**src/rtl/signed_int_to_custom_radix_digits_assert.svh**
```systemverilog
// Assertion macros for the RTL of the radix text converter.
// Define ASSERT_OFF to compile every assertion away.
`ifndef SIGNED_INT_TO_CUSTOM_RADIX_DIGITS_ASSERT_SVH
`define SIGNED_INT_TO_CUSTOM_RADIX_DIGITS_ASSERT_SVH

`ifndef ASSERT_OFF
// The implication or expression must hold at every clock edge out of reset.
`define SCRD_ASSERT(lbl, prop, msg) \
  lbl: assert property (@(posedge clk) disable iff (!rst_n) prop) else $error(msg);
// The expression must never be true out of reset.
`define SCRD_NEVER(lbl, expr, msg) \
  lbl: assert property (@(posedge clk) disable iff (!rst_n) !(expr)) else $error(msg);
`else
`define SCRD_ASSERT(lbl, prop, msg)
`define SCRD_NEVER(lbl, expr, msg)
`endif

`endif

```
**src/rtl/scrd_pkg.sv**
```systemverilog
package scrd_pkg;

  localparam int MAG_W     = 32;
  localparam int DIV_BITS  = 8;
  localparam int DIV_STEPS = MAG_W / DIV_BITS;
  localparam int DIGIT_W   = 5;
  localparam int RADIX_W   = 6;
  localparam int CHAR_W    = 8;
  localparam int CFG_IDX_W = 3;
  localparam int CFG_W     = 64;

  typedef logic [CHAR_W-1:0] char_t;

  localparam char_t CH_MINUS     = 8'h2D;
  localparam char_t CH_PLUS      = 8'h2B;
  localparam char_t CH_LOW_LIMIT = 8'd31;
  localparam char_t CH_DEL       = 8'd127;
  localparam char_t CH_NUL       = 8'd0;

  localparam logic [RADIX_W-1:0] MIN_RADIX = 6'd2;
  localparam logic [RADIX_W-1:0] BASE_LEN_RESET = 6'd10;

  localparam logic [CFG_IDX_W-1:0] REG_BASE_LEN = 3'd0;
  localparam logic [CFG_IDX_W-1:0] REG_ALPHA0   = 3'd1;
  localparam logic [CFG_IDX_W-1:0] REG_ALPHA3   = 3'd4;

  // Reset alphabet, character k in byte k: the ten decimal digits.
  localparam logic [4*CFG_W-1:0] ALPHA_RESET = {64'd0, 64'd0, 64'd14648,
                                                64'd3978425819141910832};

  typedef struct packed {
    logic done;
    logic ok;
  } vld_st_t;

  typedef struct packed {
    logic               done;
    logic [MAG_W-1:0]   quot;
    logic [DIGIT_W-1:0] rem;
  } div_res_t;

endpackage

```
**src/rtl/scrd_valid.sv**
```systemverilog
module scrd_valid #(
  parameter int MAX_ALPHABET = 32
) (
  input  logic                                    clk,
  input  logic                                    rst_n,
  input  logic                                    start,
  input  logic [scrd_pkg::RADIX_W-1:0]            base_len,
  input  logic [MAX_ALPHABET-1:0][scrd_pkg::CHAR_W-1:0] alpha,
  input  scrd_pkg::char_t                         char_sel,
  output logic [$clog2(MAX_ALPHABET)-1:0]         idx,
  output scrd_pkg::vld_st_t                       status
);
  import scrd_pkg::*;

  localparam int AW = $clog2(MAX_ALPHABET);

  typedef enum logic {V_IDLE, V_SCAN} vstate_t;

  vstate_t       state_r;
  logic [AW-1:0] idx_r;
  logic          done_r;
  logic          ok_r;
  logic          bad_char;
  logic          dup;
  logic          len_bad;
  logic          at_end;

  // The selected character is checked for forbidden codes and against every
  // later character of the alphabet at once; one character per cycle.
  always_comb begin
    bad_char = (char_sel == CH_MINUS) || (char_sel == CH_PLUS) ||
               (char_sel <= CH_LOW_LIMIT) || (char_sel >= CH_DEL);
    dup = 1'b0;
    for (int j = 0; j < MAX_ALPHABET; j++) begin
      if ((RADIX_W'(j) > RADIX_W'(idx_r)) && (RADIX_W'(j) < base_len) &&
          (alpha[j] == char_sel)) begin
        dup = 1'b1;
      end
    end
  end

  assign len_bad = (base_len < MIN_RADIX) || (base_len > RADIX_W'(MAX_ALPHABET));
  assign at_end  = (RADIX_W'(idx_r) == base_len - 1'b1);

  always_ff @(posedge clk) begin
    if (!rst_n) begin
      state_r <= V_IDLE;
      idx_r   <= '0;
      done_r  <= 1'b0;
      ok_r    <= 1'b0;
    end else begin
      done_r <= 1'b0;
      case (state_r)
        V_IDLE: begin
          if (start) begin
            if (len_bad) begin
              done_r <= 1'b1;
              ok_r   <= 1'b0;
            end else begin
              idx_r   <= '0;
              state_r <= V_SCAN;
            end
          end
        end
        V_SCAN: begin
          if (bad_char || dup) begin
            done_r  <= 1'b1;
            ok_r    <= 1'b0;
            state_r <= V_IDLE;
          end else if (at_end) begin
            done_r  <= 1'b1;
            ok_r    <= 1'b1;
            state_r <= V_IDLE;
          end else begin
            idx_r <= idx_r + 1'b1;
          end
        end
        default: state_r <= V_IDLE;
      endcase
    end
  end

  assign idx         = idx_r;
  assign status.done = done_r;
  assign status.ok   = ok_r;

endmodule

```
**src/rtl/scrd_div.sv**
```systemverilog
module scrd_div (
  input  logic                          clk,
  input  logic                          rst_n,
  input  logic                          start,
  input  logic [scrd_pkg::MAG_W-1:0]    dividend,
  input  logic [scrd_pkg::RADIX_W-1:0]  divisor,
  output scrd_pkg::div_res_t            res
);
  import scrd_pkg::*;

  localparam int SW = (DIV_STEPS > 1) ? $clog2(DIV_STEPS) : 1;

  logic [MAG_W-1:0]   q_r;
  logic [DIGIT_W-1:0] rem_r;
  logic [SW-1:0]      cnt_r;
  logic               busy_r;
  logic               done_r;
  logic [MAG_W-1:0]   q_step;
  logic [DIGIT_W-1:0] rem_step;
  logic [DIGIT_W:0]   trial;

  // Restoring division, several quotient bits per cycle. The remainder stays
  // below the divisor, so each trial fits in one bit more than a digit.
  always_comb begin
    q_step   = q_r;
    rem_step = rem_r;
    trial    = '0;
    for (int b = 0; b < DIV_BITS; b++) begin
      trial  = {rem_step, q_step[MAG_W-1]};
      q_step = {q_step[MAG_W-2:0], 1'b0};
      if (trial >= divisor) begin
        rem_step  = DIGIT_W'(trial - divisor);
        q_step[0] = 1'b1;
      end else begin
        rem_step = trial[DIGIT_W-1:0];
      end
    end
  end

  always_ff @(posedge clk) begin
    if (!rst_n) begin
      busy_r <= 1'b0;
      done_r <= 1'b0;
      cnt_r  <= '0;
    end else begin
      done_r <= 1'b0;
      if (start) begin
        busy_r <= 1'b1;
        cnt_r  <= '0;
      end else if (busy_r) begin
        cnt_r <= cnt_r + 1'b1;
        if (cnt_r == SW'(DIV_STEPS - 1)) begin
          busy_r <= 1'b0;
          done_r <= 1'b1;
        end
      end
    end
  end

  always_ff @(posedge clk) begin
    if (start) begin
      q_r   <= dividend;
      rem_r <= '0;
    end else if (busy_r) begin
      q_r   <= q_step;
      rem_r <= rem_step;
    end
  end

  assign res.done = done_r;
  assign res.quot = q_r;
  assign res.rem  = rem_r;

endmodule

```
**src/rtl/signed_int_to_custom_radix_digits.sv**
```systemverilog
// Each accepted word runs through the alphabet check, one character a cycle, and then the
// repeated division by the radix, which stores one digit per division; a minus sign, if any,
// is loaded first, then each digit is read from the store and loaded, most significant first.
// Throughput: one number at a time; a new word is accepted once the last character is loaded.
// An invalid alphabet yields a single error word.
// Reset is synchronous and active low; it restores radix ten with the decimal alphabet.
module signed_int_to_custom_radix_digits #(
  parameter int MAX_DIGITS   = 32,
  parameter int MAX_ALPHABET = 32
) (
  input  logic                              clk,
  input  logic                              rst_n,
  input  logic                              in_valid,
  output logic                              in_ready,
  input  logic signed [scrd_pkg::MAG_W-1:0] in_value,
  output logic                              out_valid,
  input  logic                              out_ready,
  output scrd_pkg::char_t                   out_char,
  output logic                              out_last,
  output logic                              out_base_invalid,
  input  logic                              cfg_valid,
  output logic                              cfg_ready,
  input  logic [scrd_pkg::CFG_IDX_W-1:0]    cfg_index,
  input  logic [scrd_pkg::CFG_W-1:0]        cfg_data
);
  import scrd_pkg::*;

  localparam int AW = $clog2(MAX_ALPHABET);
  localparam int IW = $clog2(MAX_DIGITS);
  localparam int CW = $clog2(MAX_DIGITS + 1);

  // The sequencer walks each number through the alphabet check, the repeated
  // division and then the emission of the stored digits from the most
  // significant end.
  typedef enum logic [2:0] {
    S_IDLE, S_VALIDATE, S_DIVIDE, S_SIGN, S_READ, S_EMIT, S_ERR
  } state_t;

  // Configuration registers. Only the characters that the alphabet can
  // hold are kept; the rest of each alphabet word is dropped on write.
  logic [RADIX_W-1:0]                  base_len_r;
  logic [MAX_ALPHABET-1:0][CHAR_W-1:0] alpha_r;

  state_t        state_r, state_nxt;
  logic          neg_r, neg_nxt;
  logic [CW-1:0] cnt_r, cnt_nxt;
  logic [IW-1:0] ptr_r, ptr_nxt;
  logic          out_valid_r, out_valid_nxt;

  // Payload registers.
  logic [MAG_W-1:0]   mag_r;
  logic [DIGIT_W-1:0] rd_digit_r;
  char_t              out_char_r;
  logic               out_last_r;
  logic               out_bad_r;

  // Digit store, written by the division loop and read back in reverse.
  logic [DIGIT_W-1:0] digit_mem [MAX_DIGITS];

  logic          in_acc;
  logic          cfg_we;
  logic          slot_free;
  logic          load;
  char_t         load_char;
  logic          load_last;
  logic          load_bad;
  logic          mem_we;
  logic          div_start;
  logic [MAG_W-1:0] div_dividend;
  logic [MAG_W-1:0] mag_in;
  logic [AW-1:0] vld_idx;
  logic [AW-1:0] char_idx;
  char_t         sel_char;
  vld_st_t       vld_st;
  div_res_t      div_res;

  assign in_ready  = (state_r == S_IDLE);
  assign in_acc    = in_valid && in_ready;
  assign cfg_ready = 1'b1;
  assign cfg_we    = cfg_valid && cfg_ready;

  // Two's complement magnitude at full width: the most negative value maps
  // onto itself, which read as unsigned is the correct magnitude.
  assign mag_in = in_value[MAG_W-1] ? (~in_value + 1'b1) : in_value;

  // One read port onto the alphabet, shared between the check and emission,
  // which never run together.
  assign char_idx = (state_r == S_VALIDATE) ? vld_idx : rd_digit_r[AW-1:0];
  assign sel_char = alpha_r[char_idx];

  scrd_valid #(
    .MAX_ALPHABET (MAX_ALPHABET)
  ) u_valid (
    .clk      (clk),
    .rst_n    (rst_n),
    .start    (in_acc),
    .base_len (base_len_r),
    .alpha    (alpha_r),
    .char_sel (sel_char),
    .idx      (vld_idx),
    .status   (vld_st)
  );

  // A digit is stored whenever a division completes. The next division
  // starts straight away on the quotient unless that quotient is zero; the
  // first one starts on the magnitude once the alphabet has passed.
  assign mem_we       = (state_r == S_DIVIDE) && div_res.done;
  assign div_start    = ((state_r == S_VALIDATE) && vld_st.done && vld_st.ok) ||
                        (mem_we && (div_res.quot != '0));
  assign div_dividend = (state_r == S_DIVIDE) ? div_res.quot : mag_r;

  scrd_div u_div (
    .clk      (clk),
    .rst_n    (rst_n),
    .start    (div_start),
    .dividend (div_dividend),
    .divisor  (base_len_r),
    .res      (div_res)
  );

  // The output register frees itself when its word is taken, so a new word
  // may be loaded in the same cycle as the old one leaves.
  assign slot_free = !out_valid_r || out_ready;

  always_comb begin
    state_nxt     = state_r;
    neg_nxt       = neg_r;
    cnt_nxt       = cnt_r;
    ptr_nxt       = ptr_r;
    out_valid_nxt = out_valid_r && !out_ready;
    load          = 1'b0;
    load_char     = CH_NUL;
    load_last     = 1'b0;
    load_bad      = 1'b0;
    case (state_r)
      S_IDLE: begin
        if (in_acc) begin
          neg_nxt   = in_value[MAG_W-1];
          state_nxt = S_VALIDATE;
        end
      end
      S_VALIDATE: begin
        if (vld_st.done) begin
          cnt_nxt   = '0;
          state_nxt = vld_st.ok ? S_DIVIDE : S_ERR;
        end
      end
      S_DIVIDE: begin
        if (div_res.done) begin
          cnt_nxt = cnt_r + 1'b1;
          if (div_res.quot == '0) begin
            // The digit written in this cycle is the most significant one.
            ptr_nxt   = cnt_r[IW-1:0];
            state_nxt = neg_r ? S_SIGN : S_READ;
          end
        end
      end
      S_SIGN: begin
        if (slot_free) begin
          load      = 1'b1;
          load_char = CH_MINUS;
          state_nxt = S_READ;
        end
      end
      S_READ: begin
        state_nxt = S_EMIT;
      end
      S_EMIT: begin
        if (slot_free) begin
          load      = 1'b1;
          load_char = sel_char;
          load_last = (ptr_r == '0);
          if (ptr_r == '0) begin
            state_nxt = S_IDLE;
          end else begin
            ptr_nxt   = ptr_r - 1'b1;
            state_nxt = S_READ;
          end
        end
      end
      S_ERR: begin
        if (slot_free) begin
          load      = 1'b1;
          load_char = CH_NUL;
          load_last = 1'b1;
          load_bad  = 1'b1;
          state_nxt = S_IDLE;
        end
      end
      default: state_nxt = S_IDLE;
    endcase
    if (load) begin
      out_valid_nxt = 1'b1;
    end
  end

  always_ff @(posedge clk) begin
    if (!rst_n) begin
      state_r     <= S_IDLE;
      neg_r       <= 1'b0;
      cnt_r       <= '0;
      ptr_r       <= '0;
      out_valid_r <= 1'b0;
    end else begin
      state_r     <= state_nxt;
      neg_r       <= neg_nxt;
      cnt_r       <= cnt_nxt;
      ptr_r       <= ptr_nxt;
      out_valid_r <= out_valid_nxt;
    end
  end

  always_ff @(posedge clk) begin
    if (in_acc) begin
      mag_r <= mag_in;
    end
    if (load) begin
      out_char_r <= load_char;
      out_last_r <= load_last;
      out_bad_r  <= load_bad;
    end
  end

  // Digit store with a registered read; the read address is held through
  // the emit state, so the data stays put while the output stalls.
  always_ff @(posedge clk) begin
    if (mem_we) begin
      digit_mem[cnt_r[IW-1:0]] <= div_res.rem;
    end
    rd_digit_r <= digit_mem[ptr_r];
  end

  // Configuration writes. Indices beyond the register list are ignored.
  always_ff @(posedge clk) begin
    if (!rst_n) begin
      base_len_r <= BASE_LEN_RESET;
      for (int k = 0; k < MAX_ALPHABET; k++) begin
        alpha_r[k] <= ALPHA_RESET[k * CHAR_W +: CHAR_W];
      end
    end else if (cfg_we) begin
      if (cfg_index == REG_BASE_LEN) begin
        base_len_r <= cfg_data[RADIX_W-1:0];
      end
      for (int k = 0; k < MAX_ALPHABET; k++) begin
        if (cfg_index == CFG_IDX_W'(REG_ALPHA0 + CFG_IDX_W'(k >> 3))) begin
          alpha_r[k] <= cfg_data[(k & 7) * CHAR_W +: CHAR_W];
        end
      end
    end
  end

  assign out_valid        = out_valid_r;
  assign out_char         = out_char_r;
  assign out_last         = out_last_r;
  assign out_base_invalid = out_bad_r;

`include "signed_int_to_custom_radix_digits_assert.svh"

  // An error word carries no character and always closes the number.
  `SCRD_ASSERT(a_err_word, (out_valid && out_base_invalid) |-> (out_last && out_char == CH_NUL), "error word malformed")
  // The divider only finishes while the sequencer waits on it.
  `SCRD_ASSERT(a_div_owner, div_res.done |-> (state_r == S_DIVIDE), "division result outside the divide state")
  // The alphabet check only reports while the sequencer waits on it.
  `SCRD_ASSERT(a_vld_owner, vld_st.done |-> (state_r == S_VALIDATE), "alphabet check result out of turn")
  // Every stored digit lies below the radix.
  `SCRD_ASSERT(a_digit_range, mem_we |-> (RADIX_W'(div_res.rem) < base_len_r), "digit not below the radix")
  // Emission never reads beyond the digits that were stored.
  `SCRD_NEVER(a_ptr_range, (state_r == S_EMIT) && (CW'(ptr_r) >= cnt_r), "digit pointer beyond the stored count")

endmodule
```
**config.mk**
```make
export PLATFORM = sky130hd
export DESIGN_NAME = signed_int_to_custom_radix_digits
export DESIGN_NICKNAME = d
export VERILOG_FILES = /design/src/rtl/scrd_pkg.sv /design/src/rtl/scrd_valid.sv /design/src/rtl/scrd_div.sv /design/src/rtl/signed_int_to_custom_radix_digits.sv
export VERILOG_INCLUDE_DIRS = /design/src /design/src/rtl
export SDC_FILE = /design/constraint.sdc
export NUM_CORES = 1
export LEC_CHECK = 0
export BUFFER_PORTS_ARGS = -buffer_cell sky130_fd_sc_hd__buf_4
export CAP_MARGIN = 15
export CORE_AREA = 2 2 217 219
export DETAILED_ROUTE_END_ITERATION = 8
export DIE_AREA = 0 0 219 221
export HOLD_SLACK_MARGIN = 0.1
export MAX_ROUTING_LAYER = met4
export PLACE_DENSITY = 0.82
export RECOVER_POWER = 100
export SKIP_CTS_REPAIR_TIMING = 1
export SLEW_MARGIN = 20
export SYNTH_ARGS = -nofsm -noshare
export SYNTH_HDL_FRONTEND = slang
export SYNTH_HIERARCHICAL = 1
export SYNTH_SLANG_ARGS = --single-unit
```
**constraint.sdc**
```tcl
create_clock -name clk -period 38 [get_ports clk]
set_input_delay 1.9 -clock clk [delete_from_list [all_inputs] [get_ports clk]]
set_output_delay 1.9 -clock clk [all_outputs]
set_load 0.01 [all_outputs]
```
**Word level (Yosys, flattened, before mapping)**

Memories as Yosys holds them, arrays and structs flattened. A register that Yosys moved wholly into a read port is not among the register bits.
Cells that the tools add are included.

- Register bits: 369
- RAM bits: 160
- Input port bits: 104
- Output and inout port bits: 13
- Word-level logic and storage cells: 413
- Memories: 1

- $add $sub $neg: 14
- Magnitude comparators: 75
- Equal/unequal tests: 60
- Mux-type cells: 107
- Bitwise operators: 4
- Reduce and logical (&&, ||, !) cells: 100

Memory list:

| memory | words | width | read ports | clocked after Yosys merged registers in | write ports | RTL line | text |
|---|---|---|---|---|---|---|---|
| digit_mem | 32 | 5 | 1 | 1 | 1 | signed_int_to_custom_radix_digits.sv:58 | `logic [DIGIT_W-1:0] digit_mem [MAX_DIGITS];` |

Operators by type and width:

| operator | number |
|---|---|
| == test 8 bit | 31 |
| < comparator 5 x 6 -> 1 bit (first input constant) | 16 |
| 2-to-1 mux 32 bit | 3 |
| 2-to-1 mux 5 bit | 17 |
| > comparator 5 bit (first input constant) | 16 |
| logical AND 1 bit | 68 |
| 2-to-1 mux 1 bit | 61 |
| >= comparator 6 bit | 8 |
| < comparator 4 x 6 -> 1 bit (first input constant) | 8 |
| binary-select mux 8 bit (select 5 bit) | 1 |
| > comparator 4 x 5 -> 1 bit (first input constant) | 8 |
| subtractor 5 bit | 8 |
| adder 32 x 1 -> 32 bit (second input constant) | 1 |
| logical NOT 32 bit | 1 |
| inverter 32 bit | 1 |
| nonzero test 32 bit | 1 |
| 2-to-1 mux 31 bit | 1 |
| 2-to-1 mux 3 bit | 10 |
| < comparator 3 x 6 -> 1 bit (first input constant) | 4 |
| case mux 3 bit (7 select lines) | 1 |
| > comparator 3 x 5 -> 1 bit (first input constant) | 4 |
| case mux 5 bit (2 select lines) | 2 |
| 2-to-1 mux 6 bit | 3 |
| != test 2 bit (second input constant) | 9 |
| 39 further kinds | 77 |

**Logic depth before layout (Yosys ltp)**

- Depth in word-level cells: 40
- Depth in mapped cells: 61
- Mapped depth without buffers: 56

**By module**

The synthesis kept the hierarchy.

Modules (own cells, without submodules):

| module | times used | cells each | area each (um^2) | seq. area each (um^2) |
|---|---|---|---|---|
| signed_int_to_custom_radix_digits | 1 | 2102 | 21124.0 | 11711.2 |
| scrd_valid | 1 | 583 | 4411.7 | 160.2 |
| scrd_div | 1 | 410 | 4032.6 | 1141.1 |

**Worst setup path before layout**

No wires, ideal clock.

- Path kind: register to register
- Start point: reg base_len_r[1]
- End point: reg u_div.rem_r[2]
- Library setup time: 0.063 ns
- Arrival: 12.213 ns
- Required time: 37.937 ns
- Slack: 25.724 ns
- Stages on the path, launching flop included: 59
- Path buffers: 6
- Clock period less this slack: 12.276 ns
- Cells stage by stage: dfxtp_1 > inv_1 > fa_1 > a211oi_1 > or2_1 > nand2_1 > a21oi_2 > mux2i_1 > inv_1 > ha_1 > and3_1 > a31o_2 > o31a_1 > buf_2 > nor2_1 > a21oi_1 > ha_1 > nor2b_4 > [23 not listed] > a31o_2 > mux2i_1 > inv_1 > fa_1 > nor2b_1 > o31ai_2 > a31oi_1 > clkbuf_1 > nor2_1 > a21oi_1 > ha_1 > a211oi_1 > o21bai_1 > o32a_1 > buf_2 > a2111oi_0 > o21ai_1 > nand3_1

- Word-level cells in the longest chain between the ends: 16
- Elaborated cells on any way between the ends: 24
- Those cells by class: add/sub (8); order compare (8); mux (8)

RTL lines:

| what | RTL line | text |
|---|---|---|
| from (decl) | signed_int_to_custom_radix_digits.sv:41 | `logic [RADIX_W-1:0] base_len_r;` |
| from (signal assigned) | signed_int_to_custom_radix_digits.sv:242 | `base_len_r <= cfg_data[RADIX_W-1:0];` |
| subtractor 5 bit or >= comparator 6 bit (tied branches) | scrd_div.sv:32, scrd_div.sv:31 |  |
| 2-to-1 mux 5 bit | scrd_div.sv:31 | `if (trial >= divisor) begin` |
| subtractor 5 bit or >= comparator 6 bit (tied branches) | scrd_div.sv:32, scrd_div.sv:31 |  |
| 2-to-1 mux 5 bit | scrd_div.sv:31 |  |
| subtractor 5 bit or >= comparator 6 bit (tied branches) | scrd_div.sv:32, scrd_div.sv:31 |  |
| 2-to-1 mux 5 bit | scrd_div.sv:31 |  |
| subtractor 5 bit or >= comparator 6 bit (tied branches) | scrd_div.sv:32, scrd_div.sv:31 |  |
| 2-to-1 mux 5 bit | scrd_div.sv:31 |  |
| >= comparator 6 bit or subtractor 5 bit (tied branches) | scrd_div.sv:31, scrd_div.sv:32 |  |
| 2-to-1 mux 5 bit | scrd_div.sv:31 |  |
| subtractor 5 bit or >= comparator 6 bit (tied branches) | scrd_div.sv:32, scrd_div.sv:31 |  |
| 2-to-1 mux 5 bit | scrd_div.sv:31 |  |
| >= comparator 6 bit or subtractor 5 bit (tied branches) | scrd_div.sv:31, scrd_div.sv:32 |  |
| 2-to-1 mux 5 bit | scrd_div.sv:31 |  |
| subtractor 5 bit or >= comparator 6 bit (tied branches) | scrd_div.sv:32, scrd_div.sv:31 |  |
| 2-to-1 mux 5 bit * | scrd_div.sv:31 |  |
| to (signal assigned) | scrd_div.sv:66 | `rem_r <= rem_step;` |
| to (decl) | scrd_div.sv:14 | `logic [DIGIT_W-1:0] rem_r;` |

Every way passes the cells marked *; elsewhere a longest branch is shown, timed or not.
A chain may end at the register's enable or synchronous reset.

**Worst setup path after layout**

- Start point: reg base_len_r[2]
- End point: reg u_div.rem_r[2]

- Word-level cells in the longest chain between the ends: 16
- Elaborated cells on any way between the ends: 24
- Those cells by class: add/sub (8); order compare (8); mux (8)

RTL lines:

| what | RTL line |
|---|---|
| subtractor 5 bit or >= comparator 6 bit (tied branches) | scrd_div.sv:32, scrd_div.sv:31 |
| 2-to-1 mux 5 bit | scrd_div.sv:31 |
| subtractor 5 bit or >= comparator 6 bit (tied branches) | scrd_div.sv:32, scrd_div.sv:31 |
| 2-to-1 mux 5 bit | scrd_div.sv:31 |
| subtractor 5 bit or >= comparator 6 bit (tied branches) | scrd_div.sv:32, scrd_div.sv:31 |
| 2-to-1 mux 5 bit | scrd_div.sv:31 |
| >= comparator 6 bit or subtractor 5 bit (tied branches) | scrd_div.sv:31, scrd_div.sv:32 |
| 2-to-1 mux 5 bit | scrd_div.sv:31 |
| subtractor 5 bit or >= comparator 6 bit (tied branches) | scrd_div.sv:32, scrd_div.sv:31 |
| 2-to-1 mux 5 bit | scrd_div.sv:31 |
| subtractor 5 bit or >= comparator 6 bit (tied branches) | scrd_div.sv:32, scrd_div.sv:31 |
| 2-to-1 mux 5 bit | scrd_div.sv:31 |
| >= comparator 6 bit or subtractor 5 bit (tied branches) | scrd_div.sv:31, scrd_div.sv:32 |
| 2-to-1 mux 5 bit | scrd_div.sv:31 |
| subtractor 5 bit or >= comparator 6 bit (tied branches) | scrd_div.sv:32, scrd_div.sv:31 |
| 2-to-1 mux 5 bit * | scrd_div.sv:31 |

Marked as above.

==> run_results.csv <==
group,metric,value,unit
pwr,netSwitchingPower,0.841,mW
critical_path,crit_fanout,24,
yosys,synthArstFlopShare,0,
global_routing,antenna_found_initial,4,
yosys,ys_ff_latch,533,
pwr,peakVddDrop,0.170,mV
critical_path,crit_start,"base_len_r[2]",
sta,setup_viol,0,
floorplan,floorplan.rows,79,
sta,tightest_slew,7920,ps
pwr,leakage,11.6,nW
global_routing,first_global_vias,24400,
floorplan,dieWidth,219,um
sta,rsz0062_at_grt,"no",
flow_run,max_cap_viol_count,14,
global_routing,grt_usage,0.445,
clock_network,cts_made_buffers,54,
outcome,status,"finished with violations",
yosys,synth_edf_count,234,
critical_path,max_stage_delay,1520,ps
critical_path,crit_type,"flop to flop",
floorplan,die_h,221,um
floorplan,dieArea,0.0484,sq mm
clock_network,cts_max_level,2,
sta,final_max_slew_viol_count,755,
yosys,seq_area_frac_synth,0.440,
critical_path,slowest_stage,"o41ai_1",
sta,finalHoldViolations,0,
yosys,syn_area,0.0296,sq mm
outcome,violations,"max-capacitance violations, max-slew violations",
route,via_per_inst,6.82,
global_routing,grt_overflow,0,
route,drc_errors,0,
placement,place_congestion,1.11,
placement,dp_hpwl,71300,um
floorplan,boundaryPins,117,
placement,io_buffers,115,
route,wl_per_cell,28.2,um
sta,fin_worst_skew,36.2,ps
floorplan,core_area,0.0461,sq mm
worst_hold_path,hold_class,"flop to flop",
pwr,p_int,1.30,mW
sta,clock.fmax,0.0585,GHz
route,drt-total-wl,106000,um
floorplan,start_util,0.642,
sta,setup_tns,0,ps
global_routing,grt_pass1_wl,156000,um
pwr,p_comb_frac,0.440,
final_layout,drive_above_1_share,0.140,
route,first_pass_iters,9,
sta,slew_headroom,-4.28,
pwr,powerDensity,66.3,mW/mm^2
yosys,yosysTopAreaCell,"edfxtp_1",
clock_network,clk_path_buf_depth,3,
critical_path,cp_data_required_time,38580,ps
final_layout,mostFrequentLayoutCell,"nand2_1",
clock_network,clk_pin_slew,70,ps
final_layout,nNetsFinal,3278,
critical_path,arrival,17670,ps
clock_network,root_buffer,"clkbuf_16",
critical_path,r2r-start,"base_len_r[2]",
route,ant_nets,0,
clock_network,cts_tree,"built",
global_routing,grt_start_max_net_pins,148,
worst_hold_path,min-delay-start,"alpha_r[1]",
yosys,synthCells,3095,
yosys,synth_area_per_cell,9.55,sq um
sta,whs,470,ps
critical_path,cp_common_cell,"inv_1",
final_layout,area_delta_synth_final,9.26,%
route,num_vias,25600,
clock_network,clkLatencyLatePin,650,ps
clock_network,cts.sinks,533,
critical_path,crit_path_end_kind,"flop",
pwr,p_sw_frac,0.392,
yosys,synth_top_area_frac,0.238,
yosys,synth_area_leaders,"edfxtp_1, dfxtp_1, nand2_1",
critical_path,crit_path_start_kind,"flop",
route,drtIter0Drc,3419,
yosys,yosys_warnings,6,
yosys,synth_ff_type,"dfxtp_1",
sta,layout_min_cycle_time,17080,ps
yosys,synth.distinct_cells,102,
sta,fin_crit_sh,0.450,
final_layout,final_cell_mix,"nand2_1, dfxtp_1, a21oi_1",
yosys,synth_nets,3271,
pwr,p_seq_frac,0.295,
pwr,power_frac_clock,0.265,
[per-stage QoR]
step | cells | util | setup WS [ps] | power [mW] | area, sq um
global route | 3757 | 0.701 | 19780 | 2.19 | 32300
finish | 3757 | 0.701 | 20920 | 2.14 | 32300
CTS | 3753 | 0.705 | 22970 | 2.09 | 32500
floorplan | 3095 | - | 25720 | 1.30 | 29600
global placement | 3653 | 0.664 | 23750 | 1.48 | 30600
detailed placement | 3653 | 0.664 | 23110 | 1.51 | 30600
[kinds of logic (layout without fill, tap and decap cells)]
logic type / Yosys count / count (layout) / share of synthesized area
DFF: 533 / 533 / 0.440
muxes: 240 / 240 / 0.109
adders and majority gates: 72 / 72 / 0.0325
and+or+nand+nor: 1113 / 1113 / 0.171
AOI/OAI and AO/OA: 564 / 564 / 0.116
other: 1 / 5 / 0.000127
buffers and inverters: 271 / 322 / 0.0424
xor gates and xnor gates: 301 / 301 / 0.0892
[layout make-up]
type / count / area [sq um]
Fill cell: 3377 / 13800
Timing Repair Buffer: 159 / 1090
Clock inverter: 23 / 350
Multi-Input combinational cell: 2291 / 15300
Antenna cell: 4 / 10.0
Sequential cell: 533 / 13000
Inverter: 63 / 238
Tap cell: 607 / 759
Clock buffer: 77 / 1530
[registers in the layout, indices dropped and copies added, names as in the netlist, 2 cells and up]
name         flops
alpha_r        256
u_valid/idx      5
mag_r           32
ptr_r            5
u_div/q_r       32
u_div/cnt_r      2
cnt_r            5
rd_digit_r       5
digit_mem      160
state_r          3
base_len_r       6
u_div/rem_r      5
out_char         8
[critical path, delay by kind of cell (launching register included)]
kind / cells / cell delay [ps]
AO/OA/AOI/OAI: 20 / 7870
adder cells (fa/ha/maj): 8 / 3160
AND/OR/NAND/NOR: 13 / 2710
multiplexers: 4 / 1550
buffers and inverters: 5 / 880
flip-flops: 1 / 840
[Yosys cell counts (16+ instances only)]
cell      instances
edfxtp_1        234
nor3_1           27
clkbuf_1        130
nor4_1           52
a31oi_1          19
mux2_2          131
inv_1            61
dfxtp_1         299
nand2_1         641
o21a_1           16
buf_4            35
a21oi_1         287
xor2_1          107
ha_1             64
mux2i_1          54
buf_2            21
nand2b_1         19
o21ai_0          59
xnor2_1         194
nor2b_1          26
mux4_2           50
o22ai_1          49
nand4_1          40
nand3_1          83
nor2_1          125
[power by group through the flow]
stage	logic [mW]	registers [mW]	clock network, mW
global placement	0.838	0.643	0
CTS	0.888	0.631	0.566
floorplan	0.660	0.638	0
finish	0.943	0.632	0.568
global route	0.971	0.633	0.588
detailed placement	0.862	0.644	0
[final timing paths]
path	slack, ps	to	depth (start not counted)
max	20920	u_div/rem_r[2]	50
min	470	alpha_r[1]	2
max reg2reg	20920	u_div/rem_r[2]	50
min reg2reg	470	alpha_r[1]	2
[routing by layer]
metal | vias up | global-route usage | share of wire
li1 | 11000 | - | -
met1 | 12200 | 0.534 | 0.35
met2 | 1976 | 0.677 | 0.46
met3 | 496 | 0.0870 | 0.10
met4 | 0 | 0.304 | 0.085
met5 | - | - | 0
No activity file was read; power rests on OpenSTA's default activity.
